`src/hdl/srsw_pkg.sv`:
```
// ----------------------------------------------------------------------------
// srsw_pkg
// Shared types and constants of the selective repeat sender window.
// ----------------------------------------------------------------------------
package srsw_pkg;

    localparam int SEQ_W          = 16;
    localparam int WIN_W          = 4;
    localparam int DEF_MAX_WINDOW = 8;
    localparam int APB_AW         = 3;
    localparam int APB_DW         = 32;

    localparam logic [WIN_W-1:0] WIN_RESET = 4'd4;

    localparam logic REQ_ROUND   = 1'b0;
    localparam logic REQ_ACK     = 1'b1;

    localparam logic KIND_SEND   = 1'b0;
    localparam logic KIND_STATUS = 1'b1;

    localparam logic REG_WINDOW  = 1'b0;
    localparam logic REG_TOTAL   = 1'b1;

    typedef struct packed {
        logic             req_type;
        logic [SEQ_W-1:0] ack_seq;
    } t_request;

    typedef struct packed {
        logic             result_kind;
        logic [SEQ_W-1:0] send_seq;
        logic [SEQ_W-1:0] window_base;
        logic             all_done;
        logic             last_of_run;
    } t_result;

    typedef struct packed {
        logic load_pend;
        logic shift_pend;
        logic shift_mark;
        logic set_mark;
    } t_cell_ctl;

endpackage

```
`src/hdl/selective_repeat_sender_window_top.sv`:
```
// ----------------------------------------------------------------------------
// selective_repeat_sender_window_top
// Sender window of selective repeat ARQ: transmit rounds over the window and
// acknowledgements that slide the base over a row of slot cells.
//
//   Channel   Handshake                  Payload
//   request   start / busy               i_req  (req_type, ack_seq)
//   result    o_strobe, one cycle        o_res  (kind, seq, base, done, last)
//   config    APB psel/penable/pready    window_size, total_packets
//
// A round scans the pending row over W cells, W being the effective window,
// one cell per cycle as the row shifts, and then forms its final result.
// An acknowledgement sets its mark and then slides the base over S slots,
// one slide of the mark row per cycle.
// Reset is synchronous and clears the base and all marks at once.
// Results cannot be stalled; busy stays high until the final result is formed.
// ----------------------------------------------------------------------------
module selective_repeat_sender_window_top #(
    parameter int MAX_WINDOW = srsw_pkg::DEF_MAX_WINDOW
) (
    input  logic                         i_clk,
    input  logic                         i_rst_n,
    input  logic                         start,
    output logic                         busy,
    input  srsw_pkg::t_request           i_req,
    output logic                         o_strobe,
    output srsw_pkg::t_result            o_res,
    input  logic                         psel,
    input  logic                         penable,
    input  logic                         pwrite,
    input  logic [srsw_pkg::APB_AW-1:0]  paddr,
    input  logic [srsw_pkg::APB_DW-1:0]  pwdata,
    output logic [srsw_pkg::APB_DW-1:0]  prdata,
    output logic                         pready
);
    import srsw_pkg::*;

    localparam int CNT_W = $clog2(MAX_WINDOW + 1);
    localparam int CMP_W = (CNT_W > WIN_W) ? CNT_W : WIN_W;

    localparam logic [2:0] ST_IDLE  = 3'd0;
    localparam logic [2:0] ST_MARK  = 3'd1;
    localparam logic [2:0] ST_SLIDE = 3'd2;
    localparam logic [2:0] ST_SCAN  = 3'd3;
    localparam logic [2:0] ST_FLUSH = 3'd4;

    logic [WIN_W-1:0] r_win;
    logic [SEQ_W-1:0] r_total;
    logic [2:0]       r_state,    n_state;
    logic [SEQ_W-1:0] r_base,     n_base;
    logic [CNT_W-1:0] r_cnt,      n_cnt;
    logic             r_held_v,   n_held_v;
    logic [CNT_W-1:0] r_held_off, n_held_off;
    logic [SEQ_W-1:0] r_ack_seq,  n_ack_seq;
    logic             r_strobe,   n_strobe;
    t_result          r_out,      n_out;

    t_cell_ctl        w_ctl;
    logic [MAX_WINDOW-1:0] w_mark;
    logic [MAX_WINDOW-1:0] w_pend;
    logic [CMP_W-1:0] w_win_c;
    logic [CMP_W-1:0] w_win_1;
    logic [CNT_W-1:0] w_eff_w;
    logic [SEQ_W-1:0] w_rem;
    logic [SEQ_W-1:0] w_ack_d;
    logic             w_ack_ok;
    logic             w_done;
    logic             w_cfg_wr;

    assign w_win_c = CMP_W'(r_win);
    assign w_win_1 = (w_win_c == '0) ? CMP_W'(1) : w_win_c;
    assign w_eff_w = (w_win_1 > CMP_W'(MAX_WINDOW)) ? CNT_W'(MAX_WINDOW)
                                                     : CNT_W'(w_win_1);

    assign w_done   = (r_base >= r_total);
    assign w_rem    = w_done ? '0 : (r_total - r_base);
    assign w_ack_d  = r_ack_seq - r_base;
    assign w_ack_ok = (r_ack_seq >= r_base) && (w_ack_d < SEQ_W'(w_eff_w))
                      && (r_ack_seq < r_total);

    genvar g;
    generate
        for (g = 0; g < MAX_WINDOW; g++) begin : g_cell
            logic w_next_mark;
            logic w_next_pend;
            if (g == MAX_WINDOW - 1) begin : g_tail
                assign w_next_mark = 1'b0;
                assign w_next_pend = 1'b0;
            end else begin : g_body
                assign w_next_mark = w_mark[g + 1];
                assign w_next_pend = w_pend[g + 1];
            end
            srsw_cell #(
                .MAX_WINDOW(MAX_WINDOW),
                .CELL_IDX  (g)
            ) u_cell (
                .i_clk      (i_clk),
                .i_rst_n    (i_rst_n),
                .i_ctl      (w_ctl),
                .i_eff_w    (w_eff_w),
                .i_ack_off  (w_ack_d[CNT_W-1:0]),
                .i_rem      (w_rem),
                .i_next_mark(w_next_mark),
                .i_next_pend(w_next_pend),
                .o_mark     (w_mark[g]),
                .o_pend     (w_pend[g])
            );
        end
    endgenerate

    always_comb begin
        n_state    = r_state;
        n_base     = r_base;
        n_cnt      = r_cnt;
        n_held_v   = r_held_v;
        n_held_off = r_held_off;
        n_ack_seq  = r_ack_seq;
        n_strobe   = 1'b0;
        n_out      = r_out;
        w_ctl      = '0;
        unique case (r_state)
            ST_IDLE: begin
                if (start) begin
                    if (i_req.req_type == REQ_ROUND) begin
                        w_ctl.load_pend = 1'b1;
                        n_cnt           = '0;
                        n_held_v        = 1'b0;
                        n_state         = ST_SCAN;
                    end else begin
                        n_ack_seq = i_req.ack_seq;
                        n_state   = ST_MARK;
                    end
                end
            end
            ST_MARK: begin
                w_ctl.set_mark = w_ack_ok;
                n_state        = ST_SLIDE;
            end
            ST_SLIDE: begin
                if (!w_done && w_mark[0]) begin
                    w_ctl.shift_mark = 1'b1;
                    n_base           = r_base + SEQ_W'(1);
                end else begin
                    n_strobe          = 1'b1;
                    n_out.result_kind = KIND_STATUS;
                    n_out.send_seq    = '0;
                    n_out.window_base = r_base;
                    n_out.all_done    = w_done;
                    n_out.last_of_run = 1'b1;
                    n_state           = ST_IDLE;
                end
            end
            ST_SCAN: begin
                if (w_pend[0]) begin
                    if (r_held_v) begin
                        n_strobe          = 1'b1;
                        n_out.result_kind = KIND_SEND;
                        n_out.send_seq    = r_base + SEQ_W'(r_held_off);
                        n_out.window_base = r_base;
                        n_out.all_done    = w_done;
                        n_out.last_of_run = 1'b0;
                    end
                    n_held_v   = 1'b1;
                    n_held_off = r_cnt;
                end
                w_ctl.shift_pend = 1'b1;
                if (r_cnt == (w_eff_w - CNT_W'(1))) begin
                    n_state = ST_FLUSH;
                end else begin
                    n_cnt = r_cnt + CNT_W'(1);
                end
            end
            ST_FLUSH: begin
                n_strobe          = 1'b1;
                n_out.window_base = r_base;
                n_out.all_done    = w_done;
                n_out.last_of_run = 1'b1;
                if (r_held_v) begin
                    n_out.result_kind = KIND_SEND;
                    n_out.send_seq    = r_base + SEQ_W'(r_held_off);
                end else begin
                    n_out.result_kind = KIND_STATUS;
                    n_out.send_seq    = '0;
                end
                n_state = ST_IDLE;
            end
            default: begin
                n_state = ST_IDLE;
            end
        endcase
    end

    always_ff @(posedge i_clk) begin
        if (!i_rst_n) begin
            r_state  <= ST_IDLE;
            r_base   <= '0;
            r_cnt    <= '0;
            r_held_v <= 1'b0;
            r_strobe <= 1'b0;
        end else begin
            r_state  <= n_state;
            r_base   <= n_base;
            r_cnt    <= n_cnt;
            r_held_v <= n_held_v;
            r_strobe <= n_strobe;
        end
    end

    always_ff @(posedge i_clk) begin
        r_held_off <= n_held_off;
        r_ack_seq  <= n_ack_seq;
        r_out      <= n_out;
    end

    assign w_cfg_wr = psel && penable && pwrite && pready;

    always_ff @(posedge i_clk) begin
        if (!i_rst_n) begin
            r_win   <= WIN_RESET;
            r_total <= '0;
        end else if (w_cfg_wr) begin
            if (paddr[2] == REG_WINDOW) begin
                r_win <= pwdata[WIN_W-1:0];
            end else begin
                r_total <= pwdata[SEQ_W-1:0];
            end
        end
    end

    assign prdata   = (paddr[2] == REG_WINDOW) ? APB_DW'(r_win) : APB_DW'(r_total);
    assign pready   = 1'b1;
    assign busy     = (r_state != ST_IDLE);
    assign o_strobe = r_strobe;
    assign o_res    = r_out;

    a_accept_busy: assert property (@(posedge i_clk) disable iff (!i_rst_n)
        (start && !busy) |=> busy)
        else $error("accepted transaction did not raise busy");

    a_last_status: assert property (@(posedge i_clk) disable iff (!i_rst_n)
        (o_strobe && !o_res.last_of_run) |-> (o_res.result_kind == KIND_SEND))
        else $error("status result not marked last");

    a_status_seq: assert property (@(posedge i_clk) disable iff (!i_rst_n)
        (o_strobe && (o_res.result_kind == KIND_STATUS)) |-> (o_res.send_seq == '0))
        else $error("status result carries a sequence number");

    a_base_slide: assert property (@(posedge i_clk) disable iff (!i_rst_n)
        ($past(i_rst_n) && (r_base != $past(r_base))) |->
        (($past(r_state) == ST_SLIDE) && (r_base == $past(r_base) + SEQ_W'(1))))
        else $error("base moved outside a slide step");

endmodule

```
`src/hdl/srsw_cell.sv`:
```
// ----------------------------------------------------------------------------
// srsw_cell
// One window slot, relative to the base: its acknowledged mark and its
// pending-transmit bit, both of which shift toward the base cell.
// ----------------------------------------------------------------------------
module srsw_cell #(
    parameter int MAX_WINDOW = srsw_pkg::DEF_MAX_WINDOW,
    parameter int CELL_IDX   = 0,
    localparam int CNT_W     = $clog2(MAX_WINDOW + 1)
) (
    input  logic                        i_clk,
    input  logic                        i_rst_n,
    input  srsw_pkg::t_cell_ctl         i_ctl,
    input  logic [CNT_W-1:0]            i_eff_w,
    input  logic [CNT_W-1:0]            i_ack_off,
    input  logic [srsw_pkg::SEQ_W-1:0]  i_rem,
    input  logic                        i_next_mark,
    input  logic                        i_next_pend,
    output logic                        o_mark,
    output logic                        o_pend
);
    import srsw_pkg::*;

    localparam logic [CNT_W-1:0] IDX_C   = CNT_W'(CELL_IDX);
    localparam logic [SEQ_W-1:0] IDX_SEQ = SEQ_W'(CELL_IDX);

    logic r_mark;
    logic r_pend;
    logic n_mark;
    logic n_pend;

    always_comb begin
        n_mark = r_mark;
        if (i_ctl.shift_mark) begin
            n_mark = i_next_mark;
        end else if (i_ctl.set_mark && (i_ack_off == IDX_C)) begin
            n_mark = 1'b1;
        end
    end

    always_comb begin
        n_pend = r_pend;
        if (i_ctl.load_pend) begin
            n_pend = !r_mark && (IDX_C < i_eff_w) && (IDX_SEQ < i_rem);
        end else if (i_ctl.shift_pend) begin
            n_pend = i_next_pend;
        end
    end

    always_ff @(posedge i_clk) begin
        if (!i_rst_n) begin
            r_mark <= 1'b0;
            r_pend <= 1'b0;
        end else begin
            r_mark <= n_mark;
            r_pend <= n_pend;
        end
    end

    assign o_mark = r_mark;
    assign o_pend = r_pend;

endmodule

```
`config.mk`:
```
export PLATFORM = sky130hd
export DESIGN_NAME = selective_repeat_sender_window_top
export DESIGN_NICKNAME = d
export VERILOG_FILES = /design/src/hdl/srsw_pkg.sv /design/src/hdl/selective_repeat_sender_window_top.sv /design/src/hdl/srsw_cell.sv
export SDC_FILE = /design/constraint.sdc
export NUM_CORES = 1
export LEC_CHECK = 0
export BUFFER_PORTS_ARGS = -buffer_cell sky130_fd_sc_hd__buf_2
export CELL_PAD_IN_SITES_DETAIL_PLACEMENT = 0
export CELL_PAD_IN_SITES_GLOBAL_PLACEMENT = 2
export CORE_MARGIN = 2
export CORE_UTILIZATION = 35
export DETAILED_ROUTE_END_ITERATION = 16
export HOLD_SLACK_MARGIN = 0.08
export PLACE_DENSITY = 0.83
export REMOVE_ABC_BUFFERS = 1
export SETUP_SLACK_MARGIN = 0.05
export SYNTH_ARGS = -nofsm -noshare
export SYNTH_HDL_FRONTEND = slang
export SYNTH_HIERARCHICAL = 1
export SYNTH_SLANG_ARGS = --single-unit
```
`constraint.sdc`:
```
create_clock -name i_clk -period 5.2 [get_ports i_clk]
set_input_delay 0.26 -clock i_clk [delete_from_list [all_inputs] [get_ports i_clk]]
set_output_delay 0.26 -clock i_clk [all_outputs]
set_load 0.01 [all_outputs]
```
After elaboration in Yosys (flattened, before gate mapping)
Cells that the tools add are included.
- flip-flop bits (word level): 116
- input bits: 58
- word-level logic and storage cells: 203
- equal/unequal tests: 19
- magnitude comparators: 21
- muxes and demuxes: 63
- reduce and logical (&&, ||, !) cells: 62
- $add $sub $neg: 6
- bitwise gates (word level): 2
- operators with widths (operator ; number):
    two-way mux 35 bit ; 3
    case mux 35 bit (3 select lines) ; 1
    less-than comparator 3 x 16 -> 1 bit (first input constant) ; 4
    two-way mux 1 bit ; 43
    >= comparator 16 bit ; 2
    less-than comparator 1 x 16 -> 1 bit (first input constant) ; 2
    less-than comparator 2 x 16 -> 1 bit (first input constant) ; 2
    two-way mux 16 bit ; 2
    subtractor 16 bit ; 2
    logical AND 1 bit ; 29
    two-way mux 4 bit ; 5
    nonzero test 2 bit ; 9
    two-way mux 17 bit ; 1
    adder 16 x 1 -> 16 bit (second input constant) ; 1
    adder 16 x 4 -> 16 bit ; 1
    == test 4 x 3 -> 1 bit (second input constant) ; 4
    less-than comparator 16 bit ; 1
    less-than comparator 16 x 4 -> 1 bit ; 1
    less-than comparator 3 x 4 -> 1 bit (first input constant) ; 4
    inequality test 2 bit (second input constant) ; 6
    case mux 3 bit (4 select lines) ; 1
    AND reduction 4 bit ; 3
    zero test 1 bit ; 9
    two-way mux 3 bit ; 3
    other kinds (23) ; 34

Depth between registers and ports, before layout
- word-level depth: 11
- gate-level depth with buffers: 17
- gate-level depth less buffers: 17

Modules after synthesis
The synthesis kept the hierarchy.
- modules (own cells, without submodules) (module ; area an instance (um^2) ; cells each ; seq. area each (um^2) ; times used):
    selective_repeat_sender_window_top ; 6402.4 ; 690 ; 2552.4 ; 1
    srsw_cell (g_cell[0].u_cell ...) ; 141.4 ; 16 ; 40.0 ; 2
    srsw_cell (g_cell[3].u_cell ...) ; 130.1 ; 16 ; 40.0 ; 2
    srsw_cell (g_cell[5].u_cell) ; 156.4 ; 18 ; 40.0 ; 1
    srsw_cell (g_cell[1].u_cell) ; 153.9 ; 17 ; 40.0 ; 1
    srsw_cell (g_cell[4].u_cell) ; 148.9 ; 20 ; 40.0 ; 1
    srsw_cell (g_cell[6].u_cell) ; 141.4 ; 18 ; 40.0 ; 1

Worst setup path after synthesis
No wires, ideal clock.
- path kind: reg2reg
- from: register r_base[0]
- to: register r_out, in the netlist o_res[0] (enable)
- arrival time: 3.590 ns
- stages on the path, launching flop included: 11
- data required time: 4.773 ns
- path slack: 1.183 ns
- path through: dfxtp_1 ha_1 inv_1 fa_1 a21o_1 a21oi_1 o21ai_1 nand2b_1 a211oi_1 buf_2 nor2_1
- longest elaborated chain between the ends: 5
- ends and longest elaborated chain (element ; RTL line ; text):
    start, declared ; selective_repeat_sender_window_top.sv:50 ; logic [SEQ_W-1:0] r_base, n_base;
    start signal, assigned ; selective_repeat_sender_window_top.sv:202 ; r_base <= n_base;
    >= comparator 16 bit ; selective_repeat_sender_window_top.sv:75 ; assign w_done = (r_base >= r_total);
    zero test 1 bit ; selective_repeat_sender_window_top.sv:140 ; if (!w_done && w_mark[0]) begin
    logical AND 1 bit ; selective_repeat_sender_window_top.sv:140 ;
    inequality test 2 bit (no source line) ; - ;
    AND reduction 4 bit (no source line) ; - ;
    end signal, assigned ; selective_repeat_sender_window_top.sv:212 ; r_out <= n_out;
    end, declared ; selective_repeat_sender_window_top.sv:56 ; t_result r_out, n_out;
No other way between the ends.
A chain may end at the register's enable or synchronous reset.

==> results.yml <==
status:
  status: "finished clean"
min_path:
  min_to: "r_total[3]"
  min_path_type: "in -> reg"
  hold_start: "pwdata[3]"
  hold_depth: 3
power_and_ir_drop:
  power_density_nw_per_um2: 281
  total_power_mw: 2.56
  irDropWorstVdd_mv: 0.222
  power.leakage_nw: 3.54
logic_synthesis:
  synthesis.area_um2: 7550
  ys_top_cells_by_count: "75 x nor2_1, 66 x nand2_1, 65 x inv_1"
  ys_seq_elements: 116
  ys_types: 78
  synth_top_area_cell: "edfxtp_1"
  async_reset_ff_share_pct: 0
  dominantRegCellSynth: "dfxtp_1"
  syn_avg_cell_area_um2: 9.12
  yosys.area.top_type_share_pct: 21.9
  synth_seq_area_share_pct: 38.1
  yosys_warnings: 6
  synth_edf_count: 55
  synth.area.top_cells: "edfxtp_1 22%, dfxtp_1 16%, ha_1 9.5%"
  yosysMostFrequentCell: "nor2_1"
  synth_cells: 827
route:
  dr.pass1.iters: 5
  drtIter0Drc: 498
  vias: 6451
  wl_mm: 20.2
  drc: 0
  vias_per_cell: 5.19
  ant_nets: 0
  routedWlPerCell_um: 16.2
die:
  dieArea_um2: 22800
  die_h_um: 151
  io_pins: 128
  die-width_um: 151
  initial_core_util_pct: 35.8
  core_area_um2: 21100
  row_count: 53
timing:
  clock.fmax_mhz: 224
  grt_setup_unrepaired: "no"
  fin_skew_ps: 9.06
  setup-violations-final: 0
  tightest_slew_ps: 1110
  fin_crit_ps: 4470
  slew_headroom_pct: 25.4
  tns_ps: 0
  hold_slack_ps: 97.6
  period_share_pct: 85.9
  final_hold_viol_count: 0
  maxSlewViolCount: 0
placement:
  place_area_um2: 8250
  dpl.hpwl_mm: 15.2
  io_buffers: 92
  routabilityCongestion: 0.914
cts:
  root_buffer: "clkbuf_16"
  cts_tree: "built"
  path_clk_slew_ps: 60
  cts_setup_buffers: 0
  postCtsHoldBufs: 30
  worstSkewPairLatency_ps: 430
  ctsResizeCount: 0
  htreeDepth: 4
  cts_buffer_depth: 2
  cts_buffers: 17
  clock-sinks: 116
final_layout:
  antenna_cells: 0
  stdcell_area_um2: 9120
  fillers: 2123
  fin_util_pct: 43.2
  finalNetCount: 1074
  area_delta_synth_final_pct: 20.8
  drive_gt1_share_pct: 16.4
worst_setup_path:
  worst-r2r-cell-count: 19
  path_class: "reg -> reg"
  r2r_setup_slack_ps: 730
  crit_arrival_ps: 4830
  cp_max_fo: 9
  cp_cell_sequence: "inv_1 > ha_1 > nor2b_1 > o21a_1 > nor2_1 > xnor2_1 > buf_4 > ha_1 > nor2_1 > nand4_2 > nor4_2 > nand4_1 > a2111oi_0 > or4b_1 > nor4b_2 > buf_4 > nor4bb_1 > a21oi_1 > a21oi_1"
  end_kind: "flop"
  cp-startpoint: "r_base[1]"
  r2r-start: "r_base[1]"
  crit_buf_inv: 3
  worstPathRequired_ps: 5560
  cp_top_family: "simple AND/OR/NAND/NOR gates"
  slowest_delay_ps: 510
  rr_endpoint: "g_cell[6].u_cell/o_mark"
  critPathLaunchType: "flop"
  cp_slowest_cell: "dfxtp_1"
global_routing:
  gr-total-overflow: 0
  grt_pass1_vias: 6132
  grt_pass1_wl_mm: 32.3
  antenna_found_initial: 0
  grtUsageTotal_pct: 18.4
  grt_max_degree: 36
flow_run:
  maxCapViolCount: 0
[metrics by stage]
| step | setup WS [ps] | std cells |
|---|---|---|
| finish | 731 | 1244 |
| global route | 283 | 1244 |
| CTS | 795 | 1244 |
| detailed placement | 822 | 1182 |
| global placement | 866 | 1182 |
| floorplan | 810 | 808 |
[how the worst max path moves through the flow]
stage | slack [ps] | cells past startpoint | end
6_report | 730 | 19 | g_cell[6].u_cell/o_mark
3_3_place_gp | 870 | 19 | g_cell[5].u_cell/o_mark
5_1_grt | 280 | 19 | g_cell[5].u_cell/o_mark
3_5_place_dp | 820 | 19 | g_cell[5].u_cell/o_mark
4_1_cts | 790 | 19 | g_cell[5].u_cell/o_mark
2_1_floorplan | 810 | 9 | o_res[0]
[where the power goes]
group	total [mW]	switching, mW	internal (mW)
clock	1.13	0.463	0.672
sequential	1.01	0.0194	0.991
combinational	0.415	0.245	0.170
total	2.56	0.727	1.83
[state kept, by name (all words and copies together), names as in the netlist, 8 cells and up]
register	cells
g_cell.u_cell/o_mark	8
g_cell.u_cell/o_pend	8
o_res	35
r_ack_seq	16
r_base	16
r_total	16
[cell type report]
cell class | instances | area (um2) | share of cell area [%]
clock buffer | 18 | 439 | 4.82
clock inverter | 14 | 128 | 1.40
inverter | 68 | 255 | 2.80
multi-input combinational | 624 | 4260 | 46.8
sequential | 116 | 2870 | 31.5
tap | 275 | 344 | 3.77
timing repair buffer | 129 | 813 | 8.92
[worst min-delay path, stage by stage]
cell and delay (ps):
buf_2 110, nand2_1 50, a21oi_1 50
[layout by cell type, fill, tap and decap left out, types with 8 or more instances in the layout]
cell	count
conb_1	19
xor2_1	9
edfxtp_1	55
nor4_1	22
and2_1	16
xnor2_1	35
nand3_1	16
nor3_1	20
a31oi_1	8
a21o_1	13
o21a_1	11
dlygate4sd3_1	30
ha_1	57
nand4_1	18
a21oi_1	63
a211oi_1	8
inv_1	65
dfxtp_1	61
nand2b_1	10
o21ai_0	23
nand2_1	66
nor2_1	74
clkbuf_16	17
buf_2	92
mux2i_1	15
[per-layer routing]
metal	track usage [%]	vias to the layer above	wire, um
met5	0	-	0
met4	6.68	0	467
met3	2.74	34	965
met2	28.7	207	8920
met1	25.8	2968	9850
li1	-	3242	-
[cells by family after synthesis]
| kind of cell | share of synthesized area, % |
|---|---|
| DFF | 38.1 |
| muxes | 3.03 |
| xor gates and xnor gates | 5.11 |
| AOI/OAI and AO/OA | 16.1 |
| and+or+nand+nor | 20.9 |
| adders and majority gates | 10.2 |
| buffers and inverters | 6.43 |
| other | 0.0995 |
Power figures use the tool's default switching activity.
